===== config.mk =====
export PLATFORM = sky130hd
export DESIGN_NAME = psi_cfg
export DESIGN_NICKNAME = d
export VERILOG_FILES = /design/src/design/psi_pkg.sv /design/src/design/psi_cfg.sv
export SDC_FILE = /design/constraint.sdc
export NUM_CORES = 1
export LEC_CHECK = 0
export CAP_MARGIN = 40
export CORE_ASPECT_RATIO = 1.5
export CORE_MARGIN = 5
export CORE_UTILIZATION = 55
export CTS_BUF_LIST = sky130_fd_sc_hd__clkbuf_16
export DETAILED_ROUTE_END_ITERATION = 6
export DONT_BUFFER_PORTS = 1
export GPL_TIMING_DRIVEN = 0
export HOLD_SLACK_MARGIN = 0.05
export PLACE_DENSITY = 0.78
export SLEW_MARGIN = 20
export SYNTH_ARGS = -nofsm -noshare
export SYNTH_HDL_FRONTEND = slang
export SYNTH_SLANG_ARGS = --single-unit

===== constraint.sdc =====
create_clock -name clk -period 1.55 [get_ports clk]
set_input_delay 0.31 -clock clk [delete_from_list [all_inputs] [get_ports clk]]
set_output_delay 0.31 -clock clk [all_outputs]
set_load 0.01 [all_outputs]

===== src/design/psi_pkg.sv =====
package psi_pkg;

	// Default geometry of the inbox.
	localparam int DEF_NUM_SLOTS  = 8;
	localparam int DEF_RING_DEPTH = 16;

	// Configuration port.
	localparam int CFG_ADDR_W = 5;
	localparam int CFG_DATA_W = 32;

	// Largest number of frames one drain may emit.
	localparam int MAX_DRAIN = 64;

	// Interference scaling: one in Q2.14 and half an output step.
	localparam int LEVEL_ONE   = 16384;
	localparam int LEVEL_ROUND = 8192;

	// Stored descriptor: tag followed by payload length, flags, interference.
	localparam int TAG_W  = 64;
	localparam int INFO_W = 28;
	localparam int WORD_W = TAG_W + INFO_W;

	typedef enum logic [2:0] {
		REG_IS_HOST     = 3'd0,
		REG_HEADER      = 3'd1,
		REG_FRAME_HEAD  = 3'd2,
		REG_MAX_PAYLOAD = 3'd3,
		REG_MAX_PACKET  = 3'd4,
		REG_RADIO_MASK  = 3'd5
	} reg_idx_t;

	typedef enum logic {
		CMD_STORE = 1'b0,
		CMD_DRAIN = 1'b1
	} cmd_t;

	typedef enum logic [1:0] {
		KIND_STATUS = 2'd0,
		KIND_FRAME  = 2'd1,
		KIND_EMPTY  = 2'd2
	} kind_t;

	typedef enum logic [2:0] {
		ST_STORED    = 3'd0,
		ST_DROPPED   = 3'd1,
		ST_TOO_SHORT = 3'd2,
		ST_BAD_SLOT  = 3'd3,
		ST_BAD_LEN   = 3'd4
	} status_t;

	typedef struct packed {
		logic        is_host;
		logic [7:0]  header_bytes;
		logic [7:0]  frame_head_bytes;
		logic [11:0] max_payload_bytes;
		logic [11:0] max_packet_bytes;
		logic [7:0]  radio_flag_mask;
	} cfg_t;

	localparam logic        RST_IS_HOST     = 1'b0;
	localparam logic [7:0]  RST_HEADER      = 8'd16;
	localparam logic [7:0]  RST_FRAME_HEAD  = 8'd8;
	localparam logic [11:0] RST_MAX_PAYLOAD = 12'd1000;
	localparam logic [11:0] RST_MAX_PACKET  = 12'd1200;
	localparam logic [7:0]  RST_RADIO_MASK  = 8'd1;

endpackage


===== src/design/psi_cfg.sv =====
module psi_cfg import psi_pkg::*; (
	input  logic                  clk,
	input  logic                  arst_n,
	input  logic                  psel,
	input  logic                  penable,
	input  logic                  pwrite,
	input  logic [CFG_ADDR_W-1:0] paddr,
	input  logic [CFG_DATA_W-1:0] pwdata,
	output logic [CFG_DATA_W-1:0] prdata,
	output logic                  pready,
	output cfg_t                  cfg
);

	cfg_t     cfg_q;
	reg_idx_t idx;
	logic     wr_en;

	assign idx    = reg_idx_t'(paddr[CFG_ADDR_W-1:2]);
	assign wr_en  = psel && penable && pwrite;
	assign pready = 1'b1;
	assign cfg    = cfg_q;

	always_ff @(posedge clk or negedge arst_n) begin
		if (!arst_n) begin
			cfg_q.is_host           <= RST_IS_HOST;
			cfg_q.header_bytes      <= RST_HEADER;
			cfg_q.frame_head_bytes  <= RST_FRAME_HEAD;
			cfg_q.max_payload_bytes <= RST_MAX_PAYLOAD;
			cfg_q.max_packet_bytes  <= RST_MAX_PACKET;
			cfg_q.radio_flag_mask   <= RST_RADIO_MASK;
		end else if (wr_en) begin
			case (idx)
				REG_IS_HOST:     cfg_q.is_host           <= pwdata[0];
				REG_HEADER:      cfg_q.header_bytes      <= pwdata[7:0];
				REG_FRAME_HEAD:  cfg_q.frame_head_bytes  <= pwdata[7:0];
				REG_MAX_PAYLOAD: cfg_q.max_payload_bytes <= pwdata[11:0];
				REG_MAX_PACKET:  cfg_q.max_packet_bytes  <= pwdata[11:0];
				REG_RADIO_MASK:  cfg_q.radio_flag_mask   <= pwdata[7:0];
				default: ;
			endcase
		end
	end

	always_comb begin
		case (idx)
			REG_IS_HOST:     prdata = CFG_DATA_W'(cfg_q.is_host);
			REG_HEADER:      prdata = CFG_DATA_W'(cfg_q.header_bytes);
			REG_FRAME_HEAD:  prdata = CFG_DATA_W'(cfg_q.frame_head_bytes);
			REG_MAX_PAYLOAD: prdata = CFG_DATA_W'(cfg_q.max_payload_bytes);
			REG_MAX_PACKET:  prdata = CFG_DATA_W'(cfg_q.max_packet_bytes);
			REG_RADIO_MASK:  prdata = CFG_DATA_W'(cfg_q.radio_flag_mask);
			default:         prdata = '0;
		endcase
	end

endmodule


==> results.yml <==
logic_synthesis:
  synth_edf_count: 0
  yosys_most_used_dff: "dfrtp_1"
  synth.most_common_cell: "mux2_2"
  syn_avg_cell_area_um2: 13.1
  netlist_top_cells_area: "dfrtp_1 36%, mux2_2 21%, dfstp_2 14%"
  seq_area_frac_synth_pct: 50.0
  synth_cells: 190
  synth_cell_type_count: 29
  synth.ff_latch_count: 49
  synthesis.area_um2: 2480
  synth-async-reset-ratio_pct: 100
  yosysWarningCount: 0
  area_fraction_of_the_dominant_cell_type_after_synthesis_pct: 36.3
  synth_area_leader_cell: "dfrtp_1"
  post_synth_most_frequent_cells: "47 x mux2_2, 36 x dfrtp_1, 22 x buf_4"
critical_path:
  setup.worst_path.start: "cfg[11]"
  crit-reg2reg-launch: "cfg[41]"
  worst-endpoint-arrival_ns: 1.36
  crit_path_max_fanout: 3
  capturing_point_of_the_worst_reg2reg_path: "cfg[41]"
  cp_data_required_time_ns: 1.24
  crit_path_start_kind: "register"
  worst-setup-path-type: "register to output port"
  timing.critical_path.to: "prdata[3]"
  setup.worst_path.end_class: "output port"
  worst-r2r-cell-count: 1
  r2r_slack_ns: 0.69
job:
  maxcap_violations: 0
timing:
  timing.final.setup_violations: 8
  fin_ws_ns: -0.121
  slew_viol_final: 0
  setup-tns-final_ns: -0.680
  min_period_ns: 1.67
  rsz0062_at_grt: "yes"
  fin_worst_skew_ns: 0
  worst-slew-pin-transition_ns: 0.588
  final.period_utilization_pct: 108
  fmaxAchievable_mhz: 598
  timing.final.hold_violations: 0
  max_slew_margin_pct: 60.7
  whs_ns: 0.175
die:
  fp.dieArea_um2: 5990
  die_width_um: 64.9
  num_rows: 30
  pin_count: 124
  core-area_um2: 4470
  floorplan.die.height_um: 92.3
  initial_core_util_pct: 55.6
detailed_routing:
  postRouteAntennaNets: 0
  route.final.wire_length_mm: 5.80
  vias: 1553
  post_drt_via_cell_ratio: 5.82
  wire_per_inst_um: 21.7
  drt-pass1-iter-count: 4
  final_routed_drc_violation_total: 0
  drt_first_iter_violations: 28
final_layout:
  number_of_flip_flops_in_the_largest_register: 49
  final_cells: 267
  antennaDiodeCount: 0
  final_layout_size_suffix_gt1_share_pct: 57.5
  area_of_the_multi_input_gates_um2: 1250
  finalNetCount: 260
  finish.instance_area_um2: 2970
  fillCellCount: 375
  syn2layout_area_growth_pct: 19.6
  ff_latch_area_um2: 1240
run_status:
  failed_checks: "negative setup slack"
  outcome: "complete, but fails checks"
placement:
  post-dp-hpwl_mm: 4.10
  port-buffer-count: 0
  final_weighted_congestion_of_routability_driven_global_placement: 0.723
  dp_cells: 257
  placedInstanceArea_um2: 2620
  preCtsSetupSlack_ns: -0.292
clock_network:
  ctsRootBufferMaster: "clkbuf_16"
  cts.clk_slew.worst_paths_ns: 0.06
  cts_post_setup_buffers_inserted: 0
  cts_inserted_buffers: 5
  clk_sinks: 49
  cts_max_path_buffers: 2
  clock_insertion_delay_worst_skew_ns: 0.27
  htree_num_levels: 2
  cts_tree: "done"
global_route:
  antenna_found_initial: 0
  number_of_global_route_vias_before_repair: 1714
  overflow: 0
  groute.usage.overall_pct: 20.4
  wire_length_of_the_first_global_routing_pass_mm: 9.31
  maximum_number_of_pins_on_one_net_before_global_route_repair: 50
min_path:
  holdCritStartpoint: "pwdata[1]"
  holdCritPathClass: "input pin to register"
power:
  vdd_ir_drop_max_mv: 0.766
  static_leakage_nw: 1.40
  power_density_nw_per_um2: 1280
## timing repair
action,in CTS,in global routing
setup endpoints to repair,12,12
pin swaps,11,8
hold endpoints to repair,49,0
gates resized for setup,25,11
hold buffers,2,0
## cells in the final DEF, fill, tap and decap left out
master / netlist / layout
a211oi_1: 1 / 1
a21o_1: 1 / 1
a21oi_1: 1 / 1
a221oi_2: 0 / 3
a221oi_4: 0 / 3
a22o_1: 4 / 4
buf_16: 0 / 1
buf_2: 5 / 4
buf_4: 22 / 23
bufinv_16: 0 / 1
clkbuf_16: 0 / 5
clkbuf_2: 0 / 1
clkbuf_4: 0 / 2
clkinv_1: 0 / 1
conb_1: 2 / 21
dfrtp_1: 36 / 34
dfrtp_2: 0 / 2
dfstp_2: 13 / 13
dlygate4sd3_1: 0 / 1
inv_1: 1 / 2
mux2_2: 47 / 41
mux2_4: 8 / 14
mux2i_1: 10 / 10
nand2_1: 1 / 1
nand2b_1: 2 / 2
nand3_2: 0 / 1
nand4_1: 1 / 1
nand4b_1: 1 / 1
nor2_1: 10 / 3
nor2_2: 2 / 9
nor2b_4: 0 / 1
nor3_1: 1 / 1
nor3b_4: 0 / 1
o21a_1: 7 / 7
o221ai_2: 0 / 1
or3_1: 1 / 1
## per-layer routing
| metal | share of wire (%) | global-route usage, % | vias to the layer above |
|---|---|---|---|
| met5 | 0 | 0 | - |
| met4 | 0.88 | 6.17 | 0 |
| met3 | 8.9 | 7.40 | 4 |
| met2 | 52 | 35.4 | 71 |
| met1 | 38 | 23.0 | 782 |
| li1 | - | - | 696 |
## report_power, final
group	internal (mW)	switching [mW]	leakage (nW)
Sequential	1.58	0.379	0.593
Combinational	0.395	0.267	0.722
Clock	0.750	0.441	0.0826
## cell families (layout without fill, tap and decap cells)
family,count (synthesis),after routing,share of synthesized area (%)
buf+inv,31,41,8.26
other cells,2,21,0.302
simple gates,22,22,4.48
flops,49,49,50.0
mux,65,65,30.2
compound gates,21,21,6.80
## area by class of cell
class / count / share of cell area, %
inverter: 1 / 0.126
multi-input combinational: 129 / 42.1
tap: 48 / 2.02
timing repair buffer: 2 / 1.26
sequential: 49 / 41.9
buffer: 30 / 7.16
clock inverter: 3 / 1.26
clock buffer: 5 / 4.21
## worst max-delay path, stage by stage (launching register included)
cell	delay, ns
dfrtp_1	0.44
mux2_4	0.29
a221oi_2	0.26
nor2_2	0.09
## worst min-delay path by stage
stage / to / slack [ns] / cells past startpoint
after floorplan: cfg[10] / 0.01 / 0
after global routing: cfg[41] / 0.16 / 1
after detailed placement: cfg[17] / 0.02 / 0
after global placement: cfg[2] / 0.02 / 0
after CTS: cfg[40] / 0.17 / 1
final: cfg[41] / 0.17 / 1
## per-stage QoR
stage          power (mW)  util, %
6_report             3.82     66.5
3_5_place_dp         2.52     58.6
3_3_place_gp         2.49     58.6
5_1_grt              4.00     66.5
2_1_floorplan        2.37        -
4_1_cts              3.81     65.3
Note: power is estimated with default switching activity, not from simulation.
